--- config.mk ---
export PLATFORM = sky130hd
export DESIGN_NAME = bank_command_scoreboard
export DESIGN_NICKNAME = d
export VERILOG_FILES = /design/src/design/bcs_pkg.sv /design/src/design/bcs_ram.sv /design/src/design/bcs_cmp.sv /design/src/design/bank_command_scoreboard.sv
export SDC_FILE = /design/constraint.sdc
export NUM_CORES = 2
export LEC_CHECK = 0
export BUFFER_PORTS_ARGS = -buffer_cell sky130_fd_sc_hd__buf_2
export CAP_MARGIN = 30
export CORE_ASPECT_RATIO = 0.9
export CORE_MARGIN = 2
export CORE_UTILIZATION = 51
export CTS_BUF_LIST = sky130_fd_sc_hd__clkbuf_8
export CTS_CLUSTER_DIAMETER = 40
export DETAILED_ROUTE_END_ITERATION = 10
export PLACE_DENSITY = 0.67
export SLEW_MARGIN = 40
export SYNTH_ARGS = -nofsm -noshare
export SYNTH_HDL_FRONTEND = slang
export SYNTH_SLANG_ARGS = --single-unit
--- constraint.sdc ---
create_clock -name clk -period 15.15 [get_ports clk]
set_input_delay 1.515 -clock clk [delete_from_list [all_inputs] [get_ports clk]]
set_output_delay 1.515 -clock clk [all_outputs]
set_load 0.1 [all_outputs]
--- src/design/bcs_pkg.sv ---
// ----------------------------------------------------------------------------
// bcs_pkg
// Shared types, constants and helpers for the bank command scoreboard.
// ----------------------------------------------------------------------------
package bcs_pkg;

  localparam int unsigned ID_W        = 32;
  localparam int unsigned ENG_W       = 3;
  localparam int unsigned RES_W       = 3;
  localparam int unsigned BANK_W      = 2;
  localparam int unsigned NUM_ENGINES = 7;
  localparam int unsigned NUM_CLASSES = 6;
  localparam int unsigned LRU_SPAN    = 4;

  localparam int unsigned INPUT_BANKS    = 2;
  localparam int unsigned OUTPUT_BANKS   = 4;
  localparam int unsigned RESIDUAL_BANKS = 2;
  localparam int unsigned METADATA_BANKS = 2;

  localparam int unsigned ENGINE_WINDOW_DEF = 2;
  localparam int unsigned MAX_USES_DEF      = 7;

  localparam int unsigned TBL_AW    = RES_W + BANK_W;
  localparam int unsigned TBL_DEPTH = 1 << TBL_AW;

  localparam int unsigned IN_DATA_W  = 16;
  localparam int unsigned OUT_DATA_W = 72;

  localparam logic [RES_W-1:0] RES_OUTPUT   = 3'd2;
  localparam logic [RES_W-1:0] RES_RESIDUAL = 3'd4;
  localparam logic [RES_W-1:0] RES_METADATA = 3'd5;

  typedef enum logic [3:0] {
    S_IDLE,
    S_START,
    S_BANK_RD,
    S_BANK_DATA,
    S_NOTE_ZERO,
    S_NOTE_SELF,
    S_NOTE_SCAN,
    S_NOTE_ADD,
    S_BANK_WR,
    S_LRU_RD,
    S_LRU_CMP,
    S_OUT
  } state_t;

  typedef struct packed {
    logic [ID_W-1:0]   cmd_id;
    logic              dep_valid;
    logic [ID_W-1:0]   dep_id;
    logic [BANK_W-1:0] free_bank;
    logic              was_live;
    logic              last;
  } result_t;

  // bank count of a resource class
  function automatic logic [4:0] class_banks(input logic [RES_W-1:0] r);
    logic [4:0] n;
    unique case (r)
      RES_OUTPUT:   n = 5'(OUTPUT_BANKS);
      RES_RESIDUAL: n = 5'(RESIDUAL_BANKS);
      RES_METADATA: n = 5'(METADATA_BANKS);
      default:      n = 5'(INPUT_BANKS);
    endcase
    return n;
  endfunction

  // banks of a class that can hold a recorded user (bank index is 2 bits)
  function automatic logic [2:0] lru_limit(input logic [RES_W-1:0] r);
    logic [4:0] n;
    n = class_banks(r);
    return (n > 5'(LRU_SPAN)) ? 3'(LRU_SPAN) : n[2:0];
  endfunction

  // class has never-written banks beyond the addressable ones
  function automatic logic lru_tail(input logic [RES_W-1:0] r);
    return class_banks(r) > 5'(LRU_SPAN);
  endfunction

endpackage

--- src/design/bcs_ram.sv ---
// ----------------------------------------------------------------------------
// bcs_ram
// Generic single-write, single-read RAM with registered read data.
// ----------------------------------------------------------------------------
module bcs_ram #(
  parameter int unsigned WIDTH = 32,
  parameter int unsigned DEPTH = 32,
  localparam int unsigned AW = (DEPTH > 1) ? $clog2(DEPTH) : 1
) (
  input  logic             clk,
  input  logic             we,
  input  logic [AW-1:0]    waddr,
  input  logic [WIDTH-1:0] wdata,
  input  logic [AW-1:0]    raddr,
  output logic [WIDTH-1:0] rdata
);

  logic [WIDTH-1:0] mem [DEPTH];

  always_ff @(posedge clk) begin
    if (we) begin
      mem[waddr] <= wdata;
    end
    rdata <= mem[raddr];
  end

endmodule

--- src/design/bcs_cmp.sv ---
// ----------------------------------------------------------------------------
// bcs_cmp
// Shared unsigned compare unit: equality and less-than.
// ----------------------------------------------------------------------------
module bcs_cmp #(
  parameter int unsigned WIDTH = 32
) (
  input  logic [WIDTH-1:0] a,
  input  logic [WIDTH-1:0] b,
  output logic             eq,
  output logic             lt
);

  assign eq = (a == b);
  assign lt = (a < b);

endmodule

--- src/design/bank_command_scoreboard.sv ---
// ----------------------------------------------------------------------------
// bank_command_scoreboard
// Hazard scoreboard for engine commands built from bank-use transactions.
//
//   channel  dir  signals                    content
//   s_axis   in   tvalid tready tdata tlast  one bank use; tlast = last_use
//   m_axis   out  tvalid tready tdata tuser  one result; tuser = dep_valid,
//                 tlast                      tlast = last_result
//
// In one transaction each dependency candidate is checked by the single compare
// unit, one seen-list entry per cycle, and the least recently used search reads
// the bank table RAM one bank per read/compare state pair (S_LRU_RD, S_LRU_CMP).
// rst is synchronous; the bank table is backed by valid bits, so no clear pass.
// Results sit in a two-entry output register; the next input is taken while
// they drain, and the sequencer holds before writing results until it empties.
// ----------------------------------------------------------------------------
module bank_command_scoreboard
  import bcs_pkg::*;
#(
  parameter int unsigned ENGINE_WINDOW = ENGINE_WINDOW_DEF,
  parameter int unsigned MAX_USES      = MAX_USES_DEF
) (
  input  logic                  clk,
  input  logic                  rst,
  input  logic                  s_axis_tvalid,
  output logic                  s_axis_tready,
  // engine[2:0] is_store[3] consumes_source[4] resource[7:5] bank_index[9:8]
  // is_write[10] query_resource[13:11]
  input  logic [IN_DATA_W-1:0]  s_axis_tdata,
  input  logic                  s_axis_tlast,
  output logic                  m_axis_tvalid,
  input  logic                  m_axis_tready,
  // command_id[31:0] dep_id[63:32] free_bank[65:64] bank_was_live[66]
  output logic [OUT_DATA_W-1:0] m_axis_tdata,
  // dep_valid[0]
  output logic                  m_axis_tuser,
  output logic                  m_axis_tlast
);

  localparam int unsigned SEEN_DEPTH = MAX_USES + 1;
  localparam int unsigned SEEN_AW    = $clog2(SEEN_DEPTH);
  localparam int unsigned SEEN_CW    = $clog2(SEEN_DEPTH + 1);
  localparam int unsigned ECNT_W     = $clog2(ENGINE_WINDOW + 1);

  state_t state, state_next;

  logic [ENG_W-1:0]  i_eng;
  logic              i_store;
  logic              i_cons;
  logic [RES_W-1:0]  i_res;
  logic [BANK_W-1:0] i_bank;
  logic              i_wr;
  logic              i_last;
  logic [RES_W-1:0]  i_query;

  logic [ID_W-1:0] next_id;
  logic [ID_W-1:0] cur_id;
  logic            in_cmd;

  logic [ENGINE_WINDOW-1:0][ID_W-1:0] eng_ids [NUM_ENGINES];
  logic [ECNT_W-1:0]                  eng_cnt [NUM_ENGINES];
  logic [ENGINE_WINDOW-1:0][ID_W-1:0] eng_row;
  logic [ENGINE_WINDOW-1:0][ID_W-1:0] eng_row_next;

  logic [LRU_SPAN-1:0]  live;
  logic [TBL_DEPTH-1:0] tbl_valid;
  logic [TBL_AW-1:0]    rd_addr;
  logic [TBL_AW-1:0]    ram_raddr;
  logic                 ram_we;
  logic [ID_W-1:0]      ram_rdata;
  logic [ID_W-1:0]      tbl_eff;

  logic [ID_W-1:0]    seen [SEEN_DEPTH];
  logic [SEEN_CW-1:0] seen_cnt;
  logic [SEEN_CW-1:0] scan_idx;

  logic [ID_W-1:0] dep_cand;
  logic            note_bank;
  logic [ID_W-1:0] pend_dep [2];
  logic [1:0]      pend_n;

  logic              was_live;
  logic [2:0]        lru_idx;
  logic [ID_W-1:0]   lru_low;
  logic [BANK_W-1:0] lru_best;
  logic [BANK_W-1:0] free_bank;

  result_t    out_slot [2];
  logic [1:0] out_n;
  result_t    res0, res1;

  logic [ID_W-1:0] cmp_a, cmp_b;
  logic            cmp_eq, cmp_lt;

  logic   accept, bank_ok, eng_ok, eng_full, q_ok, lru_done, scan_end;
  state_t note_ret;

  assign accept   = s_axis_tvalid && s_axis_tready;
  assign bank_ok  = (i_res < RES_W'(NUM_CLASSES)) && ({3'b000, i_bank} < class_banks(i_res));
  assign eng_ok   = i_eng < ENG_W'(NUM_ENGINES);
  assign eng_full = eng_ok && (eng_cnt[i_eng] >= ECNT_W'(ENGINE_WINDOW));
  assign q_ok     = i_query < RES_W'(NUM_CLASSES);
  assign lru_done = lru_idx >= lru_limit(i_query);
  assign scan_end = scan_idx >= seen_cnt;
  assign tbl_eff  = tbl_valid[rd_addr] ? ram_rdata : '0;
  assign note_ret = note_bank ? S_BANK_WR : S_BANK_RD;

  always_comb begin
    eng_row = eng_ok ? eng_ids[i_eng] : '0;
    if (eng_full) begin
      eng_row_next = eng_row >> ID_W;
      eng_row_next[ENGINE_WINDOW-1] = next_id;
    end else begin
      eng_row_next = eng_row;
      for (int i = 0; i < ENGINE_WINDOW; i++) begin
        if (ECNT_W'(i) == eng_cnt[i_eng]) begin
          eng_row_next[i] = next_id;
        end
      end
    end
  end

  bcs_cmp #(.WIDTH(ID_W)) u_cmp (
    .a  (cmp_a),
    .b  (cmp_b),
    .eq (cmp_eq),
    .lt (cmp_lt)
  );

  bcs_ram #(.WIDTH(ID_W), .DEPTH(TBL_DEPTH)) u_tbl (
    .clk   (clk),
    .we    (ram_we),
    .waddr ({i_res, i_bank}),
    .wdata (cur_id),
    .raddr (ram_raddr),
    .rdata (ram_rdata)
  );

  // next state
  always_comb begin
    state_next = state;
    unique case (state)
      S_IDLE:      if (accept) state_next = S_START;
      S_START:     state_next = (!in_cmd && eng_full) ? S_NOTE_ZERO : S_BANK_RD;
      S_BANK_RD:   state_next = bank_ok ? S_BANK_DATA : S_LRU_RD;
      S_BANK_DATA: state_next = S_NOTE_ZERO;
      S_NOTE_ZERO: state_next = cmp_eq ? note_ret : S_NOTE_SELF;
      S_NOTE_SELF: state_next = cmp_eq ? note_ret : S_NOTE_SCAN;
      S_NOTE_SCAN: begin
        priority if (scan_end) state_next = S_NOTE_ADD;
        else if (cmp_eq)       state_next = note_ret;
        else                   state_next = S_NOTE_SCAN;
      end
      S_NOTE_ADD:  state_next = note_ret;
      S_BANK_WR:   state_next = S_LRU_RD;
      S_LRU_RD:    state_next = (!q_ok || lru_done) ? S_OUT : S_LRU_CMP;
      S_LRU_CMP:   state_next = S_LRU_RD;
      S_OUT:       if (out_n == 2'd0) state_next = S_IDLE;
      default:     state_next = S_IDLE;
    endcase
  end

  // control outputs
  always_comb begin
    s_axis_tready = 1'b0;
    ram_we        = 1'b0;
    ram_raddr     = {i_res, i_bank};
    cmp_a         = '0;
    cmp_b         = '0;
    unique case (state)
      S_IDLE:      s_axis_tready = 1'b1;
      S_NOTE_ZERO: cmp_a = dep_cand;
      S_NOTE_SELF: begin
        cmp_a = dep_cand;
        cmp_b = cur_id;
      end
      S_NOTE_SCAN: begin
        cmp_a = seen[scan_idx[SEEN_AW-1:0]];
        cmp_b = dep_cand;
      end
      S_BANK_WR:   ram_we = 1'b1;
      S_LRU_RD:    ram_raddr = {i_query, lru_idx[BANK_W-1:0]};
      S_LRU_CMP: begin
        cmp_a = tbl_eff;
        cmp_b = lru_low;
      end
      default: ;
    endcase
  end

  always_comb begin
    res0.cmd_id    = cur_id;
    res0.dep_valid = pend_n != 2'd0;
    res0.dep_id    = (pend_n != 2'd0) ? pend_dep[0] : '0;
    res0.free_bank = free_bank;
    res0.was_live  = was_live;
    res0.last      = pend_n != 2'd2;
    res1           = res0;
    res1.dep_valid = 1'b1;
    res1.dep_id    = pend_dep[1];
    res1.last      = 1'b1;
  end

  always_ff @(posedge clk) begin
    if (rst) begin
      state     <= S_IDLE;
      next_id   <= ID_W'(1);
      cur_id    <= '0;
      in_cmd    <= 1'b0;
      live      <= '0;
      tbl_valid <= '0;
      seen_cnt  <= '0;
      pend_n    <= '0;
      out_n     <= '0;
      for (int e = 0; e < NUM_ENGINES; e++) begin
        eng_cnt[e] <= '0;
      end
    end else begin
      state <= state_next;
      unique case (state)
        S_IDLE: begin
          if (accept) begin
            i_eng   <= s_axis_tdata[2:0];
            i_store <= s_axis_tdata[3];
            i_cons  <= s_axis_tdata[4];
            i_res   <= s_axis_tdata[7:5];
            i_bank  <= s_axis_tdata[9:8];
            i_wr    <= s_axis_tdata[10];
            i_query <= s_axis_tdata[13:11];
            i_last  <= s_axis_tlast;
          end
        end
        S_START: begin
          pend_n    <= '0;
          was_live  <= 1'b0;
          lru_idx   <= '0;
          free_bank <= '0;
          scan_idx  <= '0;
          note_bank <= 1'b0;
          if (!in_cmd) begin
            cur_id   <= next_id;
            next_id  <= (next_id == '1) ? ID_W'(1) : next_id + ID_W'(1);
            in_cmd   <= 1'b1;
            seen_cnt <= '0;
            if (eng_ok) begin
              eng_ids[i_eng] <= eng_row_next;
              if (eng_full) begin
                dep_cand <= eng_row[0];
              end else begin
                eng_cnt[i_eng] <= eng_cnt[i_eng] + ECNT_W'(1);
              end
            end
          end
        end
        S_BANK_RD: rd_addr <= {i_res, i_bank};
        S_BANK_DATA: begin
          dep_cand  <= tbl_eff;
          note_bank <= 1'b1;
          scan_idx  <= '0;
          if (i_res == RES_OUTPUT) begin
            was_live <= live[i_bank];
          end
        end
        S_NOTE_SCAN: begin
          if (!scan_end && !cmp_eq) begin
            scan_idx <= scan_idx + SEEN_CW'(1);
          end
        end
        S_NOTE_ADD: begin
          if (seen_cnt < SEEN_CW'(SEEN_DEPTH)) begin
            seen[seen_cnt[SEEN_AW-1:0]] <= dep_cand;
            seen_cnt <= seen_cnt + SEEN_CW'(1);
          end
          pend_dep[pend_n[0]] <= dep_cand;
          pend_n <= pend_n + 2'd1;
        end
        S_BANK_WR: begin
          tbl_valid[{i_res, i_bank}] <= 1'b1;
          lru_idx <= '0;
          if (i_res == RES_OUTPUT) begin
            if (i_wr) begin
              live[i_bank] <= 1'b1;
            end else if (i_store || i_cons) begin
              live[i_bank] <= 1'b0;
            end
          end
        end
        S_LRU_RD: begin
          rd_addr <= {i_query, lru_idx[BANK_W-1:0]};
          if (!q_ok) begin
            free_bank <= '0;
          end else if (lru_done) begin
            // banks past the addressable ones still read as zero
            free_bank <= (lru_tail(i_query) && (lru_low != '0)) ? '0 : lru_best;
          end
        end
        S_LRU_CMP: begin
          if (lru_idx == 3'd0 || cmp_lt) begin
            lru_low  <= tbl_eff;
            lru_best <= lru_idx[BANK_W-1:0];
          end
          lru_idx <= lru_idx + 3'd1;
        end
        S_OUT: begin
          if (out_n == 2'd0 && i_last) begin
            in_cmd <= 1'b0;
          end
        end
        default: ;
      endcase

      if (m_axis_tvalid && m_axis_tready) begin
        if (out_n == 2'd2) begin
          out_slot[0] <= out_slot[1];
          out_n       <= 2'd1;
        end else begin
          out_n <= 2'd0;
        end
      end else if (state == S_OUT && out_n == 2'd0) begin
        out_slot[0] <= res0;
        out_slot[1] <= res1;
        out_n       <= (pend_n == 2'd2) ? 2'd2 : 2'd1;
      end
    end
  end

  assign m_axis_tvalid = out_n != 2'd0;
  assign m_axis_tdata  = {5'b00000, out_slot[0].was_live, out_slot[0].free_bank,
                          out_slot[0].dep_id, out_slot[0].cmd_id};
  assign m_axis_tuser  = out_slot[0].dep_valid;
  assign m_axis_tlast  = out_slot[0].last;

`ifndef NO_ASSERTIONS
  a_pair_back_to_back: assert property (@(posedge clk) disable iff (rst)
    m_axis_tvalid && m_axis_tready && !m_axis_tlast |=> m_axis_tvalid && m_axis_tuser)
    else $error("second result of a transaction not presented");

  a_nodep_alone: assert property (@(posedge clk) disable iff (rst)
    m_axis_tvalid && !m_axis_tuser |-> m_axis_tlast)
    else $error("result without dependency is not the last one");

  a_id_nonzero: assert property (@(posedge clk) disable iff (rst)
    (next_id != '0) && (!m_axis_tvalid || (out_slot[0].cmd_id != '0)))
    else $error("command id reached zero");

  a_counts: assert property (@(posedge clk) disable iff (rst)
    (pend_n <= 2'd2) && (seen_cnt <= SEEN_CW'(SEEN_DEPTH)))
    else $error("dependency counters out of range");
`endif

endmodule
==> Word-level counts from Yosys, hierarchy flattened <==
Memory sizes are Yosys's and may differ from the RTL's. A register that Yosys moved wholly into a read port is not among the register bits.
Index checks and enable logic that the tools add are counted.
{ "totals": {"register_bits": 210, "mem_count": 6, "out_inout_bits": 76, "ram_bits": 1944, "wordCells": 244} }
{ "memory_table": {"columns": ["memory", "words", "width", "read_ports", "rd_ports_with_merged_regs", "wr", "line_no", "source"], "rows": [
  ["u_tbl.mem", 32, 32, 1, 1, 1, "bcs_ram.sv:18", "logic [WIDTH-1:0] mem [DEPTH];"],
  ["eng_ids", 7, 64, 1, 1, 1, "bank_command_scoreboard.sv:60", "logic [ENGINE_WINDOW-1:0][ID_W-1:0] eng_ids [NUM_ENGINES];"],
  ["seen", 8, 32, 1, 1, 1, "bank_command_scoreboard.sv:73", "logic [ID_W-1:0] seen [SEEN_DEPTH];"],
  ["out_slot", 2, 69, 2, 0, 2, "bank_command_scoreboard.sv:88", "result_t out_slot [2];"],
  ["pend_dep", 2, 32, 2, 0, 1, "bank_command_scoreboard.sv:79", "logic [ID_W-1:0] pend_dep [2];"],
  ["eng_cnt", 7, 2, 1, 1, 7, "bank_command_scoreboard.sv:61", "logic [ECNT_W-1:0] eng_cnt [NUM_ENGINES];"]
]} }
{ "classes": {"reduce_logical": 53, "mux": 101, "add_sub_neg": 6, "eq_ne": 29, "order_cmp": 16, "bitwise": 7} }
{ "op_table": {"columns": ["op", "n"], "rows": [
  ["$mux W32", 8],
  ["$pmux W32 S3", 2],
  ["$mux W64", 2],
  ["$mux W69", 1],
  ["$pmux W32 S2", 1],
  ["$mux W4", 12],
  ["$pmux W4 S11", 1],
  ["$mux W1", 41],
  ["$add A32 B1 Y32 const B", 1],
  ["$eq A32 B32 Y1", 1],
  ["$eq A32 B32 Y1 const B", 1],
  ["$lt A32 B32 Y1", 1],
  ["$or A32 B32 Y32", 1],
  ["$reduce_bool A32 Y1", 1],
  ["$mux W5", 5],
  ["$mux W3", 8],
  ["$reduce_bool A2 Y1", 11],
  ["$reduce_and A3 Y1", 7],
  ["$ne A2 B2 Y1 const B", 10],
  ["$eq A4 B3 Y1 const B", 4],
  ["$eq A4 B4 Y1 const B", 4],
  ["$pmux W4 S2", 2],
  ["$mux W2", 7],
  ["$lt A5 B6 Y1 const B", 2],
  ["41 further kinds", 78]
]} }

==> Longest topological paths before layout <==
{ "logic_depth": {"ltp_word": 15, "mapped_depth": 16, "depth_no_buf": 13} }

==> Modules after synthesis <==
A second synthesis with hierarchy kept.
{ "unflattened": {"hier_cells": 5419, "area_unflattened_um2": 87391.3} }
{ "by_module_without_submodules": {"columns": ["module", "area_per_inst_um2", "cells_each", "seq_area_each_um2", "instances"], "rows": [
  ["bank_command_scoreboard", 46086.7, 3044, 32901.6, 1],
  ["bcs_ram", 40492.6, 2260, 31390.1, 1],
  ["bcs_cmp", 812.0, 115, 0.0, 1]
]} }

==> Worst setup path before layout <==
No wires, ideal clock.
{ "synth_timing": {"path_kind": "input to register", "startpoint": "input rst", "endpoint": "memory out_slot[0][0] (netlist bit) (enable)", "cell_stages": 3, "arrival_time_ps": 6678, "setup_slack_ps": 7891, "path_cell_list": "clkbuf_1 > clkbuf_1 > nor3_1"} }
{ "synth_lines": {"columns": ["item", "line_no", "source"], "rows": [
  ["start: declaration", "bank_command_scoreboard.sv:24", "input logic rst,"],
  ["end: declaration", "bank_command_scoreboard.sv:88", null]
]} }

==> Worst setup path after layout <==
{ "layout_timing": {"startpoint": "register rd_addr[0]", "endpoint": "register lru_low[16] (enable)"} }
{ "layout_via": {"elab_chain_len": 7} }
{ "layout_rtl": {"columns": ["item", "line_no", "source"], "rows": [
  ["start: declaration", "bank_command_scoreboard.sv:67", "logic [TBL_AW-1:0] rd_addr;"],
  ["start signal: assignment", "bank_command_scoreboard.sv:255", "S_BANK_RD: rd_addr <= {i_res, i_bank};"],
  ["start signal: assignment", "bank_command_scoreboard.sv:289", "rd_addr <= {i_query, lru_idx[BANK_W-1:0]};"],
  ["$bmux W1 S5", "bank_command_scoreboard.sv:105", "assign tbl_eff = tbl_valid[rd_addr] ? ram_rdata : '0;"],
  ["$mux W1 (not written as such)", "bank_command_scoreboard.sv:105", null],
  ["$mux W32", "bank_command_scoreboard.sv:105", null],
  ["$pmux W32 S3", "bank_command_scoreboard.sv:170", "unique case (state)"],
  ["$lt A32 B32 Y1", "bcs_cmp.sv:15", "assign lt = (a < b);"],
  ["$logic_or A1 B1 Y1", "bank_command_scoreboard.sv:298", "if (lru_idx == 3'd0 || cmp_lt) begin"],
  ["$reduce_and A3 Y1 (no line)", null, null],
  ["end signal: assignment", "bank_command_scoreboard.sv:299", "lru_low <= tbl_eff;"],
  ["end: declaration", "bank_command_scoreboard.sv:84", "logic [ID_W-1:0] lru_low;"]
]} }
Every way passes these cells. The select of a mux whose other input is x is not followed.
A chain may end at the register's enable or synchronous reset.

==> impl_results.md <==
* Count of input and output buffers at 89
* Die Y at about 400 µm
* Number of enable flip-flop cells after synthesis at ~2000
* Clock sinks at about 2200
* Worst-margin pin slew at approximately 960 ps
* Global route total overflow at 0
* Post-CTS setup buffer count at 0
* Hold Path Class: register to register
* Final Max Tran Viols at 0
* First-pass iteration count of the detailed router at 9
* WHS at 393 ps
* Largest net degree at the start of global routing at approximately 130
* Synth top cells by count: 2039 x edfxtp_1, 418 x mux2i_1, 394 x nand2_1
* Max Clock Freq at 156 MHz
* GRT Overall Usage at 24.4%
* Antenna violations before repair at 8
* Peak supply drop at ~0.094 mV
* Core area at 0.169 mm²
* Worst path required time at 15810 ps
* TNS Setup at 0 ps
* Syn avg cell area at approximately 17 µm²
* Max_cap viols at 0
* Row count at 143
* Top cells by area, synth: edfxtp_1 71%, mux2i_1 4.8%, mux4_2 3.7%, mux2_2 3.6%, dfxtp_1 3.5%
* Failing checks: design-rule violations
* Post-synthesis cell count at 5153
* Synthesis-stage register bit count at 2192
* Layout area overhead at 11.3%
* Final #Nets at 5445
* Dpl hpwl at about 120 mm
* Fin Clk Skew at around 110 ps
* Unrepaired setup endpoints after global routing: no
* Outcome: finished with violations
* Register area share after synthesis at 74.1%
* Clock Tree Buf Depth at 4
* Critical path peak fanout at 33
* Final setup viols at 0
* Die Width at 439 µm
* Post-DRT Antenna Nets at 0
* Wire length per cell at between 20 and 30 µm
* CP endpoint kind: register
* Worst skew pair latency at 1080 ps
* Post-CTS Resized at 0
* Mapped cell area at 0.0868 mm²
* Crit-path leading delay family: compound AO/OA/AOI/OAI gates
* Slew HR at 35.8%
* Ys async rst share at 0%
* Crit path DAT at 7050 ps
* Most used flip-flop cell after synthesis: edfxtp_1
* Worst-path clk slew at 60 ps
* Detailed Route Iter0 Violations at between 5000 and 6000
* Routed wire length at 214 mm
* Startpoint Class: register
* CTS buffer count at around 370
* CTS Hold Bufs at 0
* CTS tree: yes
* Vias at 47700
* Worst setup path class: register to register
* Ports at 97
* Root Driver: clkbuf_8
* Most frequent cell after synthesis: edfxtp_1
* GP Congestion at between 0.8 and 0.9
* CP max stage delay at 710 ps
* Layout cells sized above 1 at 21.3%
* Yosys cell types at 67
* Synth area leader: edfxtp_1
* Min Tclk post-route at 6390 ps
* Vias in the first global route at approximately 47000
* Layout Utilization at 57.2%
* Power per standard cell area at 152 mW/mm²
* Number of H-tree levels at 5
* Full die area at 0.173 mm²
* Ys Warns at 0
* Yosys top cell area share at between 70% and 80%
* Slowest-stage cell, CP: edfxtp_1
* Vias per cell at 6.03
* Ordered list of cells on the worst path: mux4_2 > mux4_2 > mux2_2 > and2_1 > buf_4 > a221o_1 > ha_1 > nor2b_1 > o211ai_1 > a21oi_1 > a2111oi_0 > o211ai_1 > nand3_1 > a41o_1 > buf_4
* Leakage at 0.0332 µW
* Drt drc at 26
* Fin. Hold Viols at 0
* WP buf/inv at 2
* First-pass GRT wire length at 311 mm
* Final Cycle Share at 42.2%
* Initial core utilization at between 50 and 60%
## power breakdown
part	switching, µW	internal [µW]	total, µW
sequential	233	7040	7270
clock	2300	2500	4800
combinational	1710	944	2660
## metal layers
metal / global-route usage [%] / vias up / wire length [µm]
li1: - / 20700 / -
met1: 35.1 / 24400 / 90200
met2: 36.7 / 2175 / 97100
met3: 5.69 / 397 / 20000
met4: 8.28 / 4 / 6830
met5: 0 / - / 23
## registers in the layout (all words and copies together), names as in the netlist, 64 cells and up, named ones only
register   cells
eng_ids      448
out_slot     136
pend_dep      64
seen         256
u_tbl.mem   1024
## stage by stage
| step | setup slack [ps] | total power (µW) | std cells | area (µm²) |
|---|---|---|---|---|
| 3_3_place_gp | 8860 | 9920 | 7246 | 89600 |
| 2_1_floorplan | 7890 | 9050 | 5159 | 86800 |
| 3_5_place_dp | 8820 | 9990 | 7251 | 89800 |
| 6_report | 8760 | 14700 | 7904 | 96600 |
| 5_1_grt | 8490 | 15300 | 7903 | 96600 |
| 4_1_cts | 8760 | 14800 | 7896 | 96400 |
## path summary, 6_finish.rpt
check | slack [ps] | startpoint | cells after the start | end
max reg2reg | 8760 | rd_addr[0]$_DFFE_PP_ | 15 | lru_low[16]$_DFFE_PP_
max | 8760 | rd_addr[0]$_DFFE_PP_ | 15 | lru_low[16]$_DFFE_PP_
min reg2reg | 390 | pend_dep[1][27]$_DFFE_PP_ | 0 | out_slot[0][100]$_DFFE_PP_
min | 390 | pend_dep[1][27]$_DFFE_PP_ | 0 | out_slot[0][100]$_DFFE_PP_
## layout by cell type, fill, tap and decap left out, drive strengths merged, types with 8 or more instances in the layout
cell / instances
a211oi: 20
a21o: 38
a21oi: 98
a221o: 33
a221oi: 68
a222oi: 32
a22o: 62
and2: 38
and3: 48
buf: 230
clkbuf: 392
clkinv: 114
clkinvlp: 8
dfxtp: 153
edfxtp: 2039
ha: 47
inv: 155
mux2: 275
mux2i: 419
mux4: 143
nand2: 394
nand3: 14
nand3b: 36
nand4: 16
nor2: 224
nor3: 88
o21ai: 161
o22a: 32
o22ai: 129
o31ai: 22
or3: 13
xnor2: 13
xor2: 15
## final cells by class
cell class,count,area [µm²]
Inverter,31,125
Tap cell,2247,2810
Fill cell,12700,72300
Antenna cell,4,10.0
Sequential cell,2192,64300
Clock inverter,253,1250
Multi-Input combinational cell,2555,21000
Timing Repair Buffer,230,1670
Clock buffer,392,5400
## logic make-up after synthesis
logic type               share of synthesized area, %
adder cells (fa/ha/maj)                         0.678
XOR/XNOR                                        0.283
AND/OR/NAND/NOR                                  4.75
flip-flops                                       74.1
multiplexers                                     12.1
buffers and inverters                            2.27
AO/OA/AOI/OAI                                    5.77
other                                         0.00432
No activity file was read; power rests on OpenSTA's default activity.
